**config.mk**
```make
export PLATFORM = sky130hd
export DESIGN_NAME = per_key_led_fade_trail
export DESIGN_NICKNAME = d
export VERILOG_FILES = /design/src/pklft_pkg.sv /design/src/pklft_ram.sv /design/src/pklft_level_store.sv /design/src/pklft_mul_lane.sv /design/src/per_key_led_fade_trail.sv
export SDC_FILE = /design/constraint.sdc
export NUM_CORES = 1
export LEC_CHECK = 0
export BUFFER_PORTS_ARGS = -buffer_cell sky130_fd_sc_hd__buf_2
export CAP_MARGIN = 40
export CORE_UTILIZATION = 39
export DETAILED_ROUTE_END_ITERATION = 16
export GPL_TIMING_DRIVEN = 1
export PLACE_DENSITY_LB_ADDON = 0.2
export SYNTH_ARGS = -nofsm -noshare
export SYNTH_HDL_FRONTEND = slang
export SYNTH_HIERARCHICAL = 1
export SYNTH_SLANG_ARGS = --single-unit
```
**constraint.sdc**
```tcl
create_clock -name clk -period 6 [get_ports clk]
set_input_delay 0.9 -clock clk [delete_from_list [all_inputs] [get_ports clk]]
set_output_delay 0.9 -clock clk [all_outputs]
set_load 0.005 [all_outputs]
```
**src/pklft_pkg.sv**
```systemverilog
// Shared types, constants and helper functions of the per-key LED fade trail.
// Used by every module of the block but pklft_ram; depends on nothing else.
package pklft_pkg;

  // Number of keys and the width of a key index.
  localparam int NUM_KEYS = 64;
  localparam int KEY_W = (NUM_KEYS > 1) ? $clog2(NUM_KEYS) : 1;

  // Field widths fixed by the interface.
  localparam int KEY_IDX_W = 6;
  localparam int LEVEL_W = 8;
  localparam int COLOR_W = 8;
  localparam int STEP_W = 16;

  // Configuration port geometry.
  localparam int ADDR_W = 5;
  localparam int DATA_W = 32;

  // Fade levels and decay thresholds.
  localparam logic [LEVEL_W-1:0] FULL_LEVEL = 8'hff;
  localparam logic [LEVEL_W-1:0] SLOW_LIMIT = 8'hf0;
  localparam logic [LEVEL_W-1:0] MID_LIMIT = 8'h40;
  localparam logic [LEVEL_W-1:0] LOW_LIMIT = 8'd32;
  localparam logic [LEVEL_W-1:0] MID_DECAY = 8'd16;
  localparam logic [LEVEL_W-1:0] LOW_DECAY = 8'd32;

  // Reset values of the configuration registers.
  localparam logic [STEP_W-1:0] FADE_INTERVAL_RESET = 16'd50;
  localparam logic [COLOR_W-1:0] HIGHLIGHT_RESET = 8'd255;
  localparam logic [COLOR_W-1:0] INACTIVE_RESET = 8'd0;

  // Bit-serial multiplier: one multiplier bit per cycle.
  localparam int MUL_STEPS = LEVEL_W;
  localparam int CNT_W = $clog2(MUL_STEPS);

  // Request codes.
  localparam logic REQ_KEY = 1'b0;
  localparam logic REQ_TICK = 1'b1;

  // Register indexes of the configuration port.
  typedef enum logic [2:0] {
    REG_FADE_INTERVAL   = 3'd0,
    REG_HIGHLIGHT_RED   = 3'd1,
    REG_HIGHLIGHT_GREEN = 3'd2,
    REG_HIGHLIGHT_BLUE  = 3'd3,
    REG_INACTIVE_RED    = 3'd4,
    REG_INACTIVE_GREEN  = 3'd5,
    REG_INACTIVE_BLUE   = 3'd6,
    REG_ENABLED         = 3'd7
  } reg_idx_t;

  // Input transaction payload.
  typedef struct packed {
    logic                 req_type;
    logic [KEY_IDX_W-1:0] key_index;
    logic                 key_pressed;
  } cmd_t;

  // Output transaction payload.
  typedef struct packed {
    logic [KEY_IDX_W-1:0] led_index;
    logic [COLOR_W-1:0]   red;
    logic [COLOR_W-1:0]   green;
    logic [COLOR_W-1:0]   blue;
    logic                 last_of_frame;
  } led_t;

  // Write request into the level store.
  typedef struct packed {
    logic               en;
    logic [KEY_W-1:0]   addr;
    logic [LEVEL_W-1:0] data;
  } lvl_wr_t;

  // Control of the serial multiplier lanes.
  typedef struct packed {
    logic start;
    logic shift;
  } mul_ctrl_t;

  // Level after one fade step.
  function automatic logic [LEVEL_W-1:0] decay_level(input logic [LEVEL_W-1:0] level);
    logic [LEVEL_W-1:0] result;
    if (level >= SLOW_LIMIT) begin
      result = level - 8'd1;
    end else if (level >= MID_LIMIT) begin
      result = level - MID_DECAY;
    end else if (level >= LOW_LIMIT) begin
      result = level - LOW_DECAY;
    end else begin
      result = '0;
    end
    return result;
  endfunction

endpackage

```
**src/pklft_ram.sv**
```systemverilog
// Generic simple dual-port RAM with one write port and a registered read port.
// Stand-alone; no package needed.
module pklft_ram #(
  parameter int WIDTH = 8,
  parameter int DEPTH = 64
) (
  input  logic                                        clk,
  input  logic                                        wr_en,
  input  logic [((DEPTH > 1) ? $clog2(DEPTH) : 1)-1:0] wr_addr,
  input  logic [WIDTH-1:0]                            wr_data,
  input  logic                                        rd_en,
  input  logic [((DEPTH > 1) ? $clog2(DEPTH) : 1)-1:0] rd_addr,
  output logic [WIDTH-1:0]                            rd_data
);

  logic [WIDTH-1:0] mem [DEPTH];

  // Write port and registered read port.
  always_ff @(posedge clk) begin
    if (wr_en) begin
      mem[wr_addr] <= wr_data;
    end
    if (rd_en) begin
      rd_data <= mem[rd_addr];
    end
  end

endmodule

```
**src/pklft_level_store.sv**
```systemverilog
// Fade level store: one RAM entry per key plus a valid bit per key cleared at reset.
// Depends on pklft_pkg and pklft_ram.
module pklft_level_store (
  input  logic                           clk,
  input  logic                           rst,
  input  pklft_pkg::lvl_wr_t             wr,
  input  logic                           rd_en,
  input  logic [pklft_pkg::KEY_W-1:0]    rd_addr,
  output logic [pklft_pkg::LEVEL_W-1:0]  rd_data
);

  logic [pklft_pkg::NUM_KEYS-1:0] valid;
  logic                           rd_valid;
  logic [pklft_pkg::LEVEL_W-1:0]  ram_q;

  pklft_ram #(
    .WIDTH(pklft_pkg::LEVEL_W),
    .DEPTH(pklft_pkg::NUM_KEYS)
  ) u_ram (
    .clk    (clk),
    .wr_en  (wr.en),
    .wr_addr(wr.addr),
    .wr_data(wr.data),
    .rd_en  (rd_en),
    .rd_addr(rd_addr),
    .rd_data(ram_q)
  );

  // Valid bits: an entry never written since reset reads as zero.
  always_ff @(posedge clk) begin
    if (rst) begin
      valid <= '0;
      rd_valid <= 1'b0;
    end else begin
      if (wr.en) begin
        valid[wr.addr] <= 1'b1;
      end
      if (rd_en) begin
        rd_valid <= valid[rd_addr];
      end
    end
  end

  assign rd_data = rd_valid ? ram_q : '0;

endmodule

```
**src/pklft_mul_lane.sv**
```systemverilog
// One colour lane: bit-serial level times component, then division by 255.
// Depends on pklft_pkg.
module pklft_mul_lane (
  input  logic                           clk,
  input  pklft_pkg::mul_ctrl_t           ctrl,
  input  logic [pklft_pkg::LEVEL_W-1:0]  level,
  input  logic [pklft_pkg::COLOR_W-1:0]  comp,
  output logic [pklft_pkg::COLOR_W-1:0]  quot
);

  // The low half starts as the multiplier and fills with product bits.
  logic [pklft_pkg::COLOR_W-1:0] acc_hi;
  logic [pklft_pkg::LEVEL_W-1:0] acc_lo;
  logic [pklft_pkg::COLOR_W:0]   partial;
  logic [15:0]                   product;
  logic [16:0]                   rounded;

  // Add the component when the current multiplier bit is set.
  assign partial = {1'b0, acc_hi} + (acc_lo[0] ? {1'b0, comp} : '0);

  // Shift-add, one multiplier bit per cycle.
  always_ff @(posedge clk) begin
    if (ctrl.start) begin
      acc_hi <= '0;
      acc_lo <= level;
    end else if (ctrl.shift) begin
      acc_hi <= partial[pklft_pkg::COLOR_W:1];
      acc_lo <= {partial[0], acc_lo[pklft_pkg::LEVEL_W-1:1]};
    end
  end

  // Exact floor division by 255 for a product of two 8-bit values.
  assign product = {acc_hi, acc_lo};
  assign rounded = {1'b0, product} + {9'd0, product[15:8]} + 17'd1;
  assign quot = rounded[15:8];

endmodule

```
**src/per_key_led_fade_trail.sv**
```systemverilog
// Per-key LED fade trail, top level.
// Command channel (cmd_valid/cmd_ready/cmd) takes key events and millisecond
// ticks; LED channel (led_valid/led_ready/led) gives one colour per key.
// While enabled, a key press sets that key's level to full in the cycle it is accepted.
// A tick advances the saturating elapsed counter; when it reaches
// fade_interval while enabled, the block walks keys 0 upward and sends one
// LED transaction per key, the last one flagged with last_of_frame.
// Each key passes through a RAM read, a load step, the bit-serial multiplier
// (one level bit per cycle, three colour lanes in parallel), the /255 step
// and an output state in which the result is offered and held while
// led_ready stays low.
// cmd_ready is high only while no step is running; events and non-stepping
// ticks leave the block idle. When the receiver stalls, the current result is
// held in the output register and the walk waits.
// Reset (rst, synchronous) loads register defaults, clears elapsed time and
// marks every level as zero at once through per-key valid bits.
// The APB port writes registers at byte address 4*index, no wait states.
module per_key_led_fade_trail (
  input  logic                          clk,
  input  logic                          rst,
  input  logic                          cmd_valid,
  output logic                          cmd_ready,
  input  pklft_pkg::cmd_t               cmd,
  output logic                          led_valid,
  input  logic                          led_ready,
  output pklft_pkg::led_t               led,
  input  logic                          psel,
  input  logic                          penable,
  input  logic                          pwrite,
  input  logic [pklft_pkg::ADDR_W-1:0]  paddr,
  input  logic [pklft_pkg::DATA_W-1:0]  pwdata,
  output logic [pklft_pkg::DATA_W-1:0]  prdata,
  output logic                          pready
);

  typedef enum logic [2:0] {
    ST_IDLE,
    ST_READ,
    ST_LOAD,
    ST_MUL,
    ST_DIV,
    ST_OUT
  } state_t;

  state_t state;

  // Configuration registers.
  logic [pklft_pkg::STEP_W-1:0]  fade_interval;
  logic [pklft_pkg::COLOR_W-1:0] highlight_red;
  logic [pklft_pkg::COLOR_W-1:0] highlight_green;
  logic [pklft_pkg::COLOR_W-1:0] highlight_blue;
  logic [pklft_pkg::COLOR_W-1:0] inactive_red;
  logic [pklft_pkg::COLOR_W-1:0] inactive_green;
  logic [pklft_pkg::COLOR_W-1:0] inactive_blue;
  logic                          enabled;

  // Walk state.
  logic [pklft_pkg::STEP_W-1:0]  elapsed_ms;
  logic [pklft_pkg::STEP_W-1:0]  elapsed_next;
  logic [pklft_pkg::KEY_W-1:0]   key;
  logic [pklft_pkg::CNT_W-1:0]   cnt;
  logic                          lit;
  logic                          last_key;

  // Datapath links.
  logic                          cfg_write;
  pklft_pkg::reg_idx_t           reg_idx;
  pklft_pkg::lvl_wr_t            lvl_wr;
  logic                          lvl_rd_en;
  logic [pklft_pkg::LEVEL_W-1:0] lvl_rd;
  logic [pklft_pkg::LEVEL_W-1:0] lvl_decayed;
  pklft_pkg::mul_ctrl_t          mul_ctrl;
  logic [pklft_pkg::COLOR_W-1:0] quot_red;
  logic [pklft_pkg::COLOR_W-1:0] quot_green;
  logic [pklft_pkg::COLOR_W-1:0] quot_blue;
  logic                          cmd_take;
  logic                          press_ok;

  // Configuration port.
  assign pready = 1'b1;
  assign cfg_write = psel && penable && pwrite && pready;
  assign reg_idx = pklft_pkg::reg_idx_t'(paddr[4:2]);

  always_ff @(posedge clk) begin
    if (rst) begin
      fade_interval <= pklft_pkg::FADE_INTERVAL_RESET;
      highlight_red <= pklft_pkg::HIGHLIGHT_RESET;
      highlight_green <= pklft_pkg::HIGHLIGHT_RESET;
      highlight_blue <= pklft_pkg::HIGHLIGHT_RESET;
      inactive_red <= pklft_pkg::INACTIVE_RESET;
      inactive_green <= pklft_pkg::INACTIVE_RESET;
      inactive_blue <= pklft_pkg::INACTIVE_RESET;
      enabled <= 1'b1;
    end else if (cfg_write) begin
      unique case (reg_idx)
        pklft_pkg::REG_FADE_INTERVAL:   fade_interval <= pwdata[15:0];
        pklft_pkg::REG_HIGHLIGHT_RED:   highlight_red <= pwdata[7:0];
        pklft_pkg::REG_HIGHLIGHT_GREEN: highlight_green <= pwdata[7:0];
        pklft_pkg::REG_HIGHLIGHT_BLUE:  highlight_blue <= pwdata[7:0];
        pklft_pkg::REG_INACTIVE_RED:    inactive_red <= pwdata[7:0];
        pklft_pkg::REG_INACTIVE_GREEN:  inactive_green <= pwdata[7:0];
        pklft_pkg::REG_INACTIVE_BLUE:   inactive_blue <= pwdata[7:0];
        pklft_pkg::REG_ENABLED:         enabled <= pwdata[0];
        default:                        enabled <= enabled;
      endcase
    end
  end

  // Register read-back.
  always_comb begin
    prdata = '0;
    unique case (reg_idx)
      pklft_pkg::REG_FADE_INTERVAL:   prdata = 32'(fade_interval);
      pklft_pkg::REG_HIGHLIGHT_RED:   prdata = 32'(highlight_red);
      pklft_pkg::REG_HIGHLIGHT_GREEN: prdata = 32'(highlight_green);
      pklft_pkg::REG_HIGHLIGHT_BLUE:  prdata = 32'(highlight_blue);
      pklft_pkg::REG_INACTIVE_RED:    prdata = 32'(inactive_red);
      pklft_pkg::REG_INACTIVE_GREEN:  prdata = 32'(inactive_green);
      pklft_pkg::REG_INACTIVE_BLUE:   prdata = 32'(inactive_blue);
      pklft_pkg::REG_ENABLED:         prdata = 32'(enabled);
      default:                        prdata = '0;
    endcase
  end

  // Command handshake and decode.
  assign cmd_ready = (state == ST_IDLE);
  assign cmd_take = cmd_valid && cmd_ready;
  assign press_ok = enabled && cmd.key_pressed &&
                    (32'(cmd.key_index) < 32'(pklft_pkg::NUM_KEYS));
  assign elapsed_next = (elapsed_ms == '1) ? elapsed_ms : elapsed_ms + 16'd1;
  assign last_key = (key == pklft_pkg::KEY_W'(pklft_pkg::NUM_KEYS - 1));

  // Level store access: presses in idle, decayed write-back during the walk.
  assign lvl_decayed = pklft_pkg::decay_level(lvl_rd);
  assign lvl_rd_en = (state == ST_READ);

  always_comb begin
    lvl_wr = '0;
    if (state == ST_LOAD) begin
      lvl_wr.en = 1'b1;
      lvl_wr.addr = key;
      lvl_wr.data = lvl_decayed;
    end else if (cmd_take && (cmd.req_type == pklft_pkg::REQ_KEY) && press_ok) begin
      lvl_wr.en = 1'b1;
      lvl_wr.addr = pklft_pkg::KEY_W'(cmd.key_index);
      lvl_wr.data = pklft_pkg::FULL_LEVEL;
    end
  end

  pklft_level_store u_store (
    .clk    (clk),
    .rst    (rst),
    .wr     (lvl_wr),
    .rd_en  (lvl_rd_en),
    .rd_addr(key),
    .rd_data(lvl_rd)
  );

  // Three colour lanes share one multiplier sequence.
  assign mul_ctrl.start = (state == ST_LOAD);
  assign mul_ctrl.shift = (state == ST_MUL);

  pklft_mul_lane u_lane_red (
    .clk  (clk),
    .ctrl (mul_ctrl),
    .level(lvl_rd),
    .comp (highlight_red),
    .quot (quot_red)
  );

  pklft_mul_lane u_lane_green (
    .clk  (clk),
    .ctrl (mul_ctrl),
    .level(lvl_rd),
    .comp (highlight_green),
    .quot (quot_green)
  );

  pklft_mul_lane u_lane_blue (
    .clk  (clk),
    .ctrl (mul_ctrl),
    .level(lvl_rd),
    .comp (highlight_blue),
    .quot (quot_blue)
  );

  // Sequencer with its registered outputs.
  always_ff @(posedge clk) begin
    if (rst) begin
      state <= ST_IDLE;
      elapsed_ms <= '0;
      key <= '0;
      cnt <= '0;
      lit <= 1'b0;
      led_valid <= 1'b0;
    end else begin
      unique case (state)
        ST_IDLE: begin
          if (cmd_take && (cmd.req_type == pklft_pkg::REQ_TICK)) begin
            if (enabled && (elapsed_next >= fade_interval)) begin
              elapsed_ms <= '0;
              key <= '0;
              state <= ST_READ;
            end else begin
              elapsed_ms <= elapsed_next;
            end
          end
        end
        ST_READ: begin
          state <= ST_LOAD;
        end
        ST_LOAD: begin
          lit <= (lvl_rd != '0) && (lvl_decayed != '0);
          cnt <= '0;
          state <= ST_MUL;
        end
        ST_MUL: begin
          if (cnt == pklft_pkg::CNT_W'(pklft_pkg::MUL_STEPS - 1)) begin
            state <= ST_DIV;
          end else begin
            cnt <= cnt + 1'b1;
          end
        end
        ST_DIV: begin
          led.led_index <= pklft_pkg::KEY_IDX_W'(key);
          led.red <= lit ? quot_red : inactive_red;
          led.green <= lit ? quot_green : inactive_green;
          led.blue <= lit ? quot_blue : inactive_blue;
          led.last_of_frame <= last_key;
          led_valid <= 1'b1;
          state <= ST_OUT;
        end
        ST_OUT: begin
          if (led_ready) begin
            led_valid <= 1'b0;
            if (last_key) begin
              state <= ST_IDLE;
            end else begin
              key <= key + 1'b1;
              state <= ST_READ;
            end
          end
        end
        default: begin
          state <= ST_IDLE;
        end
      endcase
    end
  end

  // The block never offers a result while it can take a command.
  a_no_overlap: assert property (@(posedge clk) disable iff (rst)
    !(led_valid && cmd_ready))
    else $error("result offered while commands are taken");

  // The final result of a step returns the block to idle.
  a_last_ends_walk: assert property (@(posedge clk) disable iff (rst)
    (led_valid && led_ready && led.last_of_frame) |=> cmd_ready)
    else $error("walk did not end after the last key");

  // Any other result keeps the walk going.
  a_mid_continues: assert property (@(posedge clk) disable iff (rst)
    (led_valid && led_ready && !led.last_of_frame) |=> !cmd_ready)
    else $error("walk ended before the last key");

  // Elapsed time is cleared once a step starts.
  a_elapsed_cleared: assert property (@(posedge clk) disable iff (rst)
    (state == ST_LOAD) |-> (elapsed_ms == '0))
    else $error("elapsed time not cleared during a step");

endmodule
```
==> Word level (Yosys, flattened, before mapping) <==
Memory sizes are Yosys's and may differ from the RTL's. A register that Yosys moved wholly into a read port is not among the register bits.
Index checks and enable logic that the tools add are counted.
{ "word_totals": {"regBits": 239, "latchBits": 0, "ram_bits": 512, "romBits": 0, "inputBits": 52, "out_inout_bits": 66, "word_cells": 147, "mem_count": 1} }
{ "classes": {"n_addsub": 15, "n_mul": 0, "div": 0, "magnitude_cmp": 7, "eq_ne": 21, "n_shift": 0, "mux": 42, "bitwise_logic": 3, "n_reduce_logical": 31} }
{ "memory_table": {"columns": ["memory", "words", "width", "rd", "rd_ports_with_merged_regs", "wr", "line", "rtl"], "rows": [
  ["u_store.u_ram.mem", 64, 8, 1, 1, 1, "pklft_ram.sv:16", "logic [WIDTH-1:0] mem [DEPTH];"]
]} }
{ "ops": {"columns": ["operator", "count"], "rows": [
  ["$pmux 32 s8", 1],
  ["$mux 8", 16],
  ["$add 16x1->16 const B", 4],
  ["$or 64x64->64", 1],
  ["$add 16x8->16", 3],
  ["$mux 16", 2],
  ["$mux 15", 2],
  ["$add 8x9->9", 3],
  ["$mux 6", 4],
  ["$reduce_and 2->1", 12],
  ["$eq 3x3->1 const B", 7],
  ["$pmux 3 s6", 1],
  ["$eq 16x16->1 const B", 1],
  ["$ge 16x16->1", 1],
  ["$reduce_bool 8->1", 2],
  ["$mux 3", 5],
  ["$lt 6x7->1 const B", 2],
  ["$eq 3x2->1 const B", 4],
  ["$pmux 6 s2", 1],
  ["$logic_and 1x1->1", 10],
  ["$ge 8x6->1 const B", 1],
  ["$ge 8x7->1 const B", 1],
  ["$ge 8x8->1 const B", 1],
  ["$sub 8x1->8 const B", 1],
  ["19 further kinds", 33]
]} }

==> Depth between registers and ports, before layout <==
Gate-level depths: netlist (run 1).
{ "logic_depth": {"depth_word": 11, "mapped_depth": 15, "depth_no_buf": 12} }

==> Cells and area by module <==
Netlist (run 1), hierarchy kept.
{ "by_module_without_submodules": {"columns": ["module", "instances", "cells_per_inst", "area_each_um2", "seq_area_each_um2"], "rows": [
  ["pklft_ram", 1, 940, 20246.9, 15615.0],
  ["per_key_led_fade_trail", 1, 765, 6920.4, 2832.7],
  ["pklft_level_store", 1, 302, 2756.4, 1301.2],
  ["pklft_mul_lane (u_lane_blue ...)", 2, 131, 1293.7, 400.4],
  ["pklft_mul_lane (u_lane_red)", 1, 143, 1373.8, 400.4]
]} }

==> Worst setup path before layout (run 1) <==
No wires, ideal clock.
{ "synth_path": {"path_kind": "register to register", "from": "register u_store.u_ram.rd_data[0] (read register of u_store.u_ram.mem)", "to": "memory u_store.u_ram.mem[0][7] (data pin)", "setup_time_ps": 702, "t_arrival_ps": 4407, "required_ps": 5298, "slack_ps": 892, "path_stages_with_launch": 9, "n_path_buf": 0, "period_less_slack_ps": 5108, "cell_sequence": "edfxtp_1 > and2_1 > inv_1 > ha_1 > or3b_1 > nor2_1 > nor4_1 > or3_2 > o21ai_0"} }
{ "synth_rtl": {"columns": ["item", "line", "rtl"], "rows": [
  ["from (decl)", "pklft_ram.sv:13", "output logic [WIDTH-1:0] rd_data"],
  ["to (decl)", "pklft_ram.sv:16", null]
]} }

==> Worst setup path after layout (run 1) <==
{ "layout_path": {"from": "register elapsed_ms[4] in the netlist's numbering", "to": "register key[3] in the netlist's numbering"} }
{ "layout_via": {"elab_chain_cells": 6, "word_cells_on_any_way": 7, "cone_classes": "add/sub: 1; order compare: 1; eq/ne: 2; mux: 1; reduce/logical: 2"} }
{ "layout_rtl": {"columns": ["item", "line", "rtl"], "rows": [
  ["from (decl)", "per_key_led_fade_trail.sv:58", "logic [pklft_pkg::STEP_W-1:0] elapsed_ms;"],
  ["from (signal assigned)", "per_key_led_fade_trail.sv:205", "elapsed_ms <= elapsed_next;"],
  ["$add 16x1->16 or $eq 16x16->1 (tied branches)", "per_key_led_fade_trail.sv:130", "assign elapsed_next = (elapsed_ms == '1) ? elapsed_ms : elapsed_ms + 16'd1;"],
  ["$mux 16 *", "per_key_led_fade_trail.sv:130", null],
  ["$ge 16x16->1 *", "per_key_led_fade_trail.sv:200", "if (enabled && (elapsed_next >= fade_interval)) begin"],
  ["$logic_and 1x1->1 *", "per_key_led_fade_trail.sv:200", null],
  ["$ne 2x1->1 (no line) *", null, null],
  ["$reduce_and 5->1 (no line) *", null, null],
  ["to (signal assigned)", "per_key_led_fade_trail.sv:239", "key <= key + 1'b1;"],
  ["to (decl)", "per_key_led_fade_trail.sv:60", "logic [pklft_pkg::KEY_W-1:0] key;"]
]} }
Every way passes the cells marked *; elsewhere a longest branch is shown, timed or not.
A chain may end at the register's enable or synchronous reset.

==> results of run 1 <==
==> routing by layer <==
layer / vias to the layer above / share of wire (%)
met5: - / 0
met4: 0 / 2.1
met3: 119 / 5.6
met2: 569 / 48
met1: 10470 / 45
li1: 9451 / -
==> power groups by stage <==
stage               logic (mW)  clock network (mW)  registers [mW]
global route              1.33                5.55            6.03
global placement          1.12                   0            6.13
floorplan                0.816                   0            6.09
CTS                       1.19                5.37            6.02
detailed placement        1.18                   0            6.13
finish                    1.19                5.24            6.02
==> critical path, cell delays in order, from the launching register on <==
cell	delay, ns
dfxtp_1	0.48
and4_1	0.26
nand3_1	0.14
nor4_1	0.69
nor4b_1	0.20
xor2_1	0.20
ha_1	0.34
a21oi_1	0.16
o21a_1	0.16
o22ai_1	0.16
o31ai_2	0.76
o22ai_1	0.33
o311ai_0	0.35
==> per-stage QoR <==
stage | hold slack, ns | setup slack (ns) | instance area, um2 | util, % | power, mW
after floorplan | 0.4284 | 0.8918 | 33940 | - | 6.902
after global placement | 0.4401 | 1.715 | 35370 | 41.34 | 7.246
after detailed placement | 0.4509 | 1.649 | 35550 | 41.55 | 7.310
after CTS | 0.4654 | 1.621 | 38390 | 44.88 | 12.57
after global routing | 0.4895 | 1.181 | 38430 | 44.92 | 12.91
final | 0.4615 | 1.638 | 38430 | 44.92 | 12.45
==> cell usage in the layout (no fill, tap or decap), types with 44 or more instances in the layout <==
cell	netlist	layout
a21oi_1	130	128
buf_2	16	82
buf_4	31	52
clkbuf_16	0	86
dfxtp_1	184	179
edfxtp_1	575	575
ha_1	70	70
inv_1	44	44
mux2_2	68	68
mux2i_1	91	91
mux4_2	135	135
nand2_1	153	153
nand3_1	51	51
nor2_1	268	265
o21ai_0	50	45
==> synthesized netlist by cell type (14+ instances only) <==
library cell    n
nand3_1        51
nor2b_1        30
o22ai_1        18
mux2_2         68
o21ai_0        50
a211oi_1       15
a21oi_1       130
xnor2_1        28
buf_2          16
nor3_1         29
o211ai_1       15
ha_1           70
nand4_1        16
buf_4          31
inv_1          44
clkbuf_1       57
mux2i_1        91
and3_1         14
a31oi_1        18
nor3b_1        14
nand2b_1       27
nand2_1       153
dfxtp_1       184
and2_1         32
edfxtp_1      575
nor2_1        268
mux4_2        135
==> cell type report <==
type / instances / area [um2]
repair buffers: 138 / 903.4
clock buffers: 100 / 2255
well taps: 1144 / 1431
fillers: 7516 / 47120
clock inverters: 58 / 589.3
flip-flops and latches: 759 / 20960
diodes: 1 / 2.502
multi-input cells: 1488 / 12120
inverters: 45 / 168.9
==> flip-flops by register name, summed over array words and instances, names as in the netlist, 6 cells and up <==
register and count:
u_store/u_ram/mem 512, u_lane_blue/acc_lo 8, u_store/u_ram/rd_data 8, highlight_red 8, inactive_blue 8, highlight_green 8
key 6, inactive_red 8, fade_interval 16, u_lane_red/acc_hi 8, u_lane_green/acc_hi 8, elapsed_ms 16
highlight_blue 8, u_lane_red/acc_lo 8, u_lane_green/acc_lo 8, inactive_green 8, u_store/valid 64, u_lane_blue/acc_hi 8
led 31
==> worst max path at each step <==
stage | endpoint | slack (ns) | cells after the start
4_1_cts | u_store/u_ram/mem[22][1] | 1.62 | 8
6_report | key[3] | 1.64 | 12
3_5_place_dp | u_store/u_ram/mem[22][7] | 1.65 | 8
3_3_place_gp | u_store/u_ram/mem[62][2] | 1.71 | 8
5_1_grt | key[4] | 1.18 | 12
2_1_floorplan | u_store/u_ram/mem[0][7] | 0.89 | 8
==> cells by family (layout without fill, tap and decap cells) <==
| logic type | count (synthesis) | count (layout) | share of synthesized area [%] |
|---|---|---|---|
| AO/OA/AOI/OAI | 356 | 356 | 6.968 |
| XOR/XNOR | 41 | 41 | 1.060 |
| adder cells (fa/ha/maj) | 73 | 73 | 2.762 |
| buffers and inverters | 180 | 341 | 2.854 |
| flip-flops | 759 | 759 | 61.83 |
| multiplexers | 301 | 301 | 14.46 |
| other | 2 | 18 | 0.02216 |
| AND/OR/NAND/NOR | 700 | 700 | 10.04 |
==> results.toml, run 1 <==
[global_route]
antenna_found_initial = 0
grtUsageMet3_pct = 2.911
grt_busiest_layer = "met2"
track_usage_pct = 18.77
grt_start_max_net_pins = 107
grt_pass1_vias = 20800
grt_use_met2_pct = 30.72
grt_pass1_wl_um = 127600
overflow = 0
grtUsageMet1_pct = 26.04

[sta]
fin_crit_sh_pct = 72.69
finalCriticalPeriod_ns = 4.362
worst_pin_slew_ns = 0.9235
finalClockSkew_ns = 0.02355
hold_violations = 0
fmax_mhz = 229.3
rsz0062_at_grt = "false"
setup_viol = 0
slew_headroom_pct = 37.96
drv_slew = 0
tns_ns = 0

[worst_hold_path]
hp-class = "register to register"
min_path_cells = 2
holdPathEnd = "u_store/valid[58]"
hp-start = "u_store/valid[58]"

[critical_path]
start_kind = "register"
cp_max_fo = 8
startpoint = "elapsed_ms[4]"
worstReg2RegEnd = "key[3]"
end_kind = "register"
crit_type = "register to register"
r2r_start = "elapsed_ms[4]"
critical_path_required_ns = 6.52
r2r_cells = 12
r2r_setup_slack_ns = 1.64
worstPathArrival_ns = 4.88

[logic_synthesis]
synth_seq_area_share_pct = 61.83
postSynthAreaPerCell_um2 = 14.05
synth_edf_count = 575
ys_types = 93
synth_warnings = 6
synth_top_area_cell = "edfxtp_1"
synthDominantCellAreaShare_pct = 50.96
async_reset_ff_share_pct = 0
syn_area_mm2 = 0.03388
synth-seq-cells = 759
postSynthCellCount = 2412
netlist_top_cells_area = "edfxtp_1 (51%), dfxtp_1 (11%), mux4_2 (9.0%)"
synth-main-ff-cell = "edfxtp_1"

[floorplanning]
rows = 107
coreArea_mm2 = 0.08555
start_util_pct = 39.61
die-area_mm2 = 0.08807
die_w_um = 296.8
ios = 118
die_h_um = 296.8

[clock_tree]
cts-root-buf = "clkbuf_16"
clock_latency_ns = 0.63
cts_buffer_depth = 3
cts.sinks = 759
path_clk_slew_ns = 0.06
cts_made_buffers = 85
cts_htree_levels = 3
hold_buffers = 0
post_cts_buffers = 0
tritoncts = "built"
cts-resized-gates = 0

[power]
p_sw_mw = 3.020
power.density_mw_per_mm2 = 323.9
power.share.clock_pct = 42.1
internal-power_mw = 9.427
pwr-share-seq_pct = 48.4
netSwitchingFraction_pct = 24.26
p_comb_share_pct = 9.6
ir_worst_vdd_v = 0.0002346
p_leak_nw = 12.89

[routing]
dr.pass1.iters = 5
first_iter_violations = 1776
via_per_inst = 5.520
routedWlPerCell_um = 22.19
antenna_left = 0
vias = 20610
drcViolationCount = 0
drt_wl_total_um = 82840

[cells_and_area]
area_growth_pct = 13.41
layout.cells.non_filler = 3733
num-nets-final = 2642
layout-drive-gt1-share_pct = 20.17

[place]
hpwl_um = 54350
portBuffers = 82
place.gp.congestion = 0.8355
place_inst = 3572

[job]
drv_cap = 0

[run_status]
status = "complete, no violations"
Power figures use the tool's default switching activity.
==> inputs of run 2 (changes only) <==
--- a/config.mk
+++ b/config.mk
@@ -5,6 +5,7 @@
 export SDC_FILE = /design/constraint.sdc
 export NUM_CORES = 1
 export LEC_CHECK = 0
+export ABC_AREA = 1
 export BUFFER_PORTS_ARGS = -buffer_cell sky130_fd_sc_hd__buf_2
 export CAP_MARGIN = 40
 export CORE_UTILIZATION = 39
==> constraint.sdc (replaced) <==
create_clock -name clk -period 3.9 [get_ports clk]
set_input_delay 0.585 -clock clk [delete_from_list [all_inputs] [get_ports clk]]
set_output_delay 0.585 -clock clk [all_outputs]
set_load 0.005 [all_outputs]
==> run 2 against run 1 <==
  * The flow now finishes with violations (DRC)
  * Die area grew 6.3%
  * Clock power grew 48%
  * Combinational power grew to 4.2 times the previous value
  * Routed wire length grew 16%
  * Critical path depth is the same
  * Cell area grew 5.8%
  * Core utilization shrank 0.58 points
==> results.toml, run 2 <==
[power]
power_mw = 22.10
ir_worst_vdd_v = 0.0003858
netSwitchingFraction_pct = 32.25
p_sw_mw = 7.127
internal-power_mw = 14.97
p_leak_nw = 16.26
power.share.clock_pct = 35.0
power.density_mw_per_mm2 = 543.6
p_comb_share_pct = 22.6
pwr-share-seq_pct = 42.4

[logic_synthesis]
netlist_top_cells_area = "edfxtp_1 (48%), nand2_1 (13%), dfxtp_1 (10%)"
synth_seq_area_share_pct = 58.13
synth_xor_area_share_pct = 0.2430
synth-main-ff-cell = "edfxtp_1"
synth_top_area_cell = "edfxtp_1"
synthDominantCellAreaShare_pct = 47.91
yosys.area_share.adder_pct = 2.597
async_reset_ff_share_pct = 0
synth_warnings = 6
ys_top_cells_by_count = "nand2_1 (1294), nand3_1 (619), edfxtp_1 (575)"
synth_most_common_cell = "nand2_1"
postSynthAreaPerCell_um2 = 9.099
synth_compound_area_share_pct = 5.009
synth_edf_count = 575
syn_area_mm2 = 0.03604
synth-seq-cells = 759
synth_top_family_by_area = "simple AND/OR/NAND/NOR gates"
postSynthCellCount = 3961
synth_mux_area_share_pct = 0.02777
yosys.area_share.simple_pct = 27.35
ys_types = 55

[clock_tree]
cts-resized-gates = 0
cts_htree_levels = 3
cts_buffer_depth = 3
cts.sinks = 759
cts-root-buf = "clkbuf_16"
post_cts_buffers = 0
path_clk_slew_ns = 0.06
cts_made_buffers = 84
clock_latency_ns = 0.65
hold_buffers = 0
tritoncts = "built"

[sta]
setup_viol = 0
tns_ns = 0
slew_headroom_pct = 42.27
hold_violations = 0
fmax_mhz = 304.5
timing.hold.ws_ns = 0.2129
worst_pin_slew_ns = 0.8659
drv_slew = 0
fin_crit_sh_pct = 84.20
rsz0062_at_grt = "false"
finalCriticalPeriod_ns = 3.284
finalClockSkew_ns = 0.04092

[critical_path]
max_stage_delay_ns = 0.61
critical_path_required_ns = 4.15
worstPathArrival_ns = 3.53
crit_type = "register to register"
cp_max_fo = 8
r2r_setup_slack_ns = 0.62
crit_path_cell_trace = "inv_2 > nand2_1 > inv_2 > nand2_2 > inv_1 > nand4_1 > inv_1 > a22o_1 > inv_1 > nand4_1 > buf_4 > nor2_1"
cp_common_cell = "inv_1"
start_kind = "register"
critPathSlowestCell = "nor2_1"
end_kind = "register"

[global_route]
grt_use_met2_pct = 33.36
grtUsageMet3_pct = 2.329
grt_pass1_vias = 25400
antenna_found_initial = 0
grt_start_max_net_pins = 155
track_usage_pct = 20.20
overflow = 0
grt_pass1_wl_um = 147400
grt_busiest_layer = "met2"
grtUsageMet1_pct = 27.60

[cells_and_area]
area_growth_pct = 12.78
top_register = "u_store/u_ram/mem"
layout-drive-gt1-share_pct = 9.705
post-route-util_pct = 44.34
multi_input_area_mm2 = 0.01287
largest_register_ff_count = 512
layout_commonest_cell = "nand2_1"
top_regs = "u_store/u_ram/mem x512, u_store/valid x64, led x31"
n_antenna_cell = 0
num-nets-final = 4191
layout_common_cells = "nand2_1 (1292), nand3_1 (619), edfxtp_1 (575)"
regArea_mm2 = 0.02096
fillCellCount = 8805
layout.cells.non_filler = 5318

[floorplanning]
die_w_um = 306
rows = 111
ios = 118
start_util_pct = 39.32
coreArea_mm2 = 0.09166
die-area_mm2 = 0.09364
die_h_um = 306

[routing]
first_iter_violations = 2094
drt_wl_total_um = 95760
via_per_inst = 5.113
routedWlPerCell_um = 18.01
antenna_left = 0
dr.pass1.iters = 12
vias = 27190
drcViolationCount = 2

[run_status]
status = "complete, but fails checks"
failed_checks = "DRC"

[place]
hpwl_um = 60650
place.gp.congestion = 0.8981
portBuffers = 82
place_inst = 5166

[worst_hold_path]
hp-class = "primary input to register"

[job]
drv_cap = 0
-- run 2: per-layer routing --
metal | wire length, um | up-vias
met5 | 0 | -
met4 | 2831 | 0
met3 | 4321 | 167
met2 | 45210 | 626
met1 | 43400 | 12880
li1 | - | 13520
-- run 2: area by class of cell --
cell class                 instances  share of cell area (%)
inverter                         310                   2.890
sequential                       759                   51.57
timing repair buffer             192                   3.663
multi-input combinational       2719                   31.66
clock buffer                     109                   5.427
tap                             1186                   3.651
clock inverter                    43                   1.136
-- run 2: power groups by stage --
stage	logic, mW	clock network, mW	registers, mW
after floorplan	3.55	0	9.42
after global placement	4.90	0	9.55
after detailed placement	4.99	0	9.54
after CTS	5.01	7.91	9.37
after global routing	5.56	8.22	9.40
final	4.99	7.73	9.37
-- run 2: cells by family (layout without fill, tap and decap cells) --
family,count (synthesis),after routing
AO/OA/AOI/OAI,332,332
flip-flops,759,759
adder cells (fa/ha/maj),73,73
AND/OR/NAND/NOR,2286,2286
multiplexers,1,1
XOR/XNOR,10,10
buffers and inverters,498,654
other,2,17
-- run 2: worst paths after layout --
kind	from	endpoint	depth (start not counted)
min reg2reg	u_store/valid[55]	u_store/valid[55]	2
min	pwdata[14]	fade_interval[14]	3
max reg2reg	state[2]	u_store/u_ram/mem[45][2]	12
max	state[2]	u_store/u_ram/mem[45][2]	12
-- run 2: metrics by stage --
| stage | worst slack, ns | cell area [um2] |
|---|---|---|
| finish | 0.6161 | 40650 |
| global route | 0.3663 | 40650 |
| CTS | 0.5899 | 40650 |
| detailed placement | 0.6427 | 37980 |
| global placement | 0.6470 | 37810 |
| floorplan | 0.01310 | 36100 |
-- run 2: worst max-delay path, delay by kind of cell (launching register included) --
family	cells	cell delay (ns)
AO/OA/AOI/OAI	1	0.33
flip-flops	1	0.48
buffers and inverters	6	0.86
AND/OR/NAND/NOR	5	1.20
==> inputs of run 3 (changes only) <==
==> constraint.sdc (replaced) <==
create_clock -name clk -period 2.7 [get_ports clk]
set_input_delay 0.405 -clock clk [delete_from_list [all_inputs] [get_ports clk]]
set_output_delay 0.405 -clock clk [all_outputs]
set_load 0.005 [all_outputs]
==> run 3 against run 2 <==
  * The run ends with setup timing left
  * Via count is 1.6% higher
  * Register-to-register slack worse by 0.71 ns
  * Die area did not move
  * Power grew 49%
  * Sequential share of layout area is 2.0 points lower
  * Setup slack got worse by 0.71 ns
  * Non-clock buffer count rose by 129
  * Highest routed layer unchanged
==> results.toml, run 3 (synthesized netlist as in run 2, its figures left out) <==
[run_status]
status = "complete, but fails checks"
failed_checks = "setup timing"

[power]
ir_worst_vdd_v = 0.0005338
p_leak_nw = 17.11
power.density_mw_per_mm2 = 780.8

[cells_and_area]
layout.cells.non_filler = 5457
layout_commonest_cell = "nand2_1"
layout_common_cells = "nand2_1 (1285), nand3_1 (612), edfxtp_1 (575)"
area_growth_pct = 17.34
layout-drive-gt1-share_pct = 13.74
multi_input_area_mm2 = 0.01320
num-nets-final = 4324
largest_register_ff_count = 512
fillCellCount = 8752
regArea_mm2 = 0.02097
design_area_mm2 = 0.04229
top_register = "u_store/u_ram/mem"
n_antenna_cell = 0
top_regs = "u_store/u_ram/mem x512, u_store/valid x64, led x31"

[critical_path]
crit_path_cell_trace = "buf_4 > nand3_1 > nor2_4 > nand4_4 > nor2_4 > buf_4 > a31oi_1 > nor2_2 > ha_1 > nand2_1 > o21ai_1 > a21oi_2 > nand2_4 > a21oi_4 > clkbuf_16 > nand2_1 > a21oi_1"
crit_type = "register to register"
critical_path_required_ns = 3.26
start_kind = "register"
worst-path-buf-inv = 3
crit_family = "simple AND/OR/NAND/NOR gates"
end_kind = "register"
path_depth = 17
cp_max_fo = 7
critPathSlowestCell = "dfxtp_2"
max_stage_delay_ns = 0.34
r2r_cells = 17
worstPathArrival_ns = 3.36

[routing]
dr.pass1.iters = 5
vias = 27620
first_iter_violations = 2025
drcViolationCount = 0
drt_wl_total_um = 98040
antenna_left = 0
via_per_inst = 5.062
routedWlPerCell_um = 17.97

[clock_tree]
clock_latency_ns = 0.66
cts_buffer_depth = 3
tritoncts = "built"
cts.sinks = 759
cts_htree_levels = 3
cts-root-buf = "clkbuf_16"
path_clk_slew_ns = 0.06
cts_made_buffers = 87

[floorplanning]
die_w_um = 306
rows = 111
ios = 118
coreArea_mm2 = 0.09166
die_h_um = 306
start_util_pct = 39.32
die-area_mm2 = 0.09364

[place]
hpwl_um = 63260
portBuffers = 82
place_inst = 5276
postPlaceCellArea_mm2 = 0.03902
place_ws_ns = -0.2638
place.gp.congestion = 0.8651

[sta]
fin_crit_sh_pct = 103.4
finalCriticalPeriod_ns = 2.793
hold_violations = 0
fmax_mhz = 358.1
worst_pin_slew_ns = 0.6933
rsz0062_at_grt = "true"
setup_viol = 14
fin_ws_ns = -0.09272
drv_slew = 0
tns_ns = -0.3749
slew_headroom_pct = 53.53
finalClockSkew_ns = 0.03417

[global_route]
track_usage_pct = 20.69
grt_pass1_vias = 25930
grt_start_max_net_pins = 106
antenna_found_initial = 0
grt_pass1_wl_um = 151300
overflow = 0

[worst_hold_path]
min_path_cells = 3
hp-class = "primary input to register"

[job]
drv_cap = 0
-- run 3: final cells by class --
class,instances,share of cell area (%)
Sequential cell,759,49.58
Multi-Input combinational cell,2720,31.21
Timing Repair Buffer,321,6.103
Clock buffer,105,5.381
Tap cell,1186,3.509
Inverter,310,2.793
Clock inverter,56,1.423
-- run 3: final timing paths --
path | from | end | slack, ns
worst min-delay path | pwdata[13] | fade_interval[13] | 0.05
worst max-delay path | elapsed_ms[1] | elapsed_ms[7] | -0.09
worst max register to register | elapsed_ms[1] | elapsed_ms[7] | -0.09
worst min register to register | u_store/valid[55] | u_store/valid[55] | 0.45
-- run 3: power breakdown --
part	internal [mW]	switching [mW]	total (mW)
logic	2.32	5.35	7.67
registers	13.1	0.352	13.5
clock network	7.01	4.85	11.9
total	22.5	10.6	33.0
-- run 3: metal layers --
layer	wire, um	part of all wire (%)	GRT usage, %	vias up
met5	0	0	0	-
met4	2479	2.5	6.334	0
met3	4653	4.7	2.440	133
met2	45500	46	33.40	647
met1	45410	46	29.06	13030
li1	-	-	-	13820
-- run 3: worst min-delay path: cells and delay by family --
family	cells	cell delay [ns]
compound gates	2	0.17
buf+inv	1	0.07
-- run 3: metrics by stage --
step | hold WS, ns | util [%] | power, mW
final | 0.04813 | 46.14 | 33.02
after global routing | 0.05070 | 46.14 | 34.60
after CTS | 0.001667 | 45.87 | 33.28
after detailed placement | 0.4446 | 42.57 | 21.36
after global placement | 0.4391 | 42.56 | 21.33
after floorplan | 0.4303 | - | 18.77
-- run 3: repair_timing --
action / in CTS / in global routing
setup endpoints to repair: 29 / 404
pin swaps: 4 / 9
cloned: 1 / 1
buffers inserted: 2 / 15
hold buffers: 1 / 0
gates resized for setup: 26 / 26
hold endpoints to repair: 1 / 0
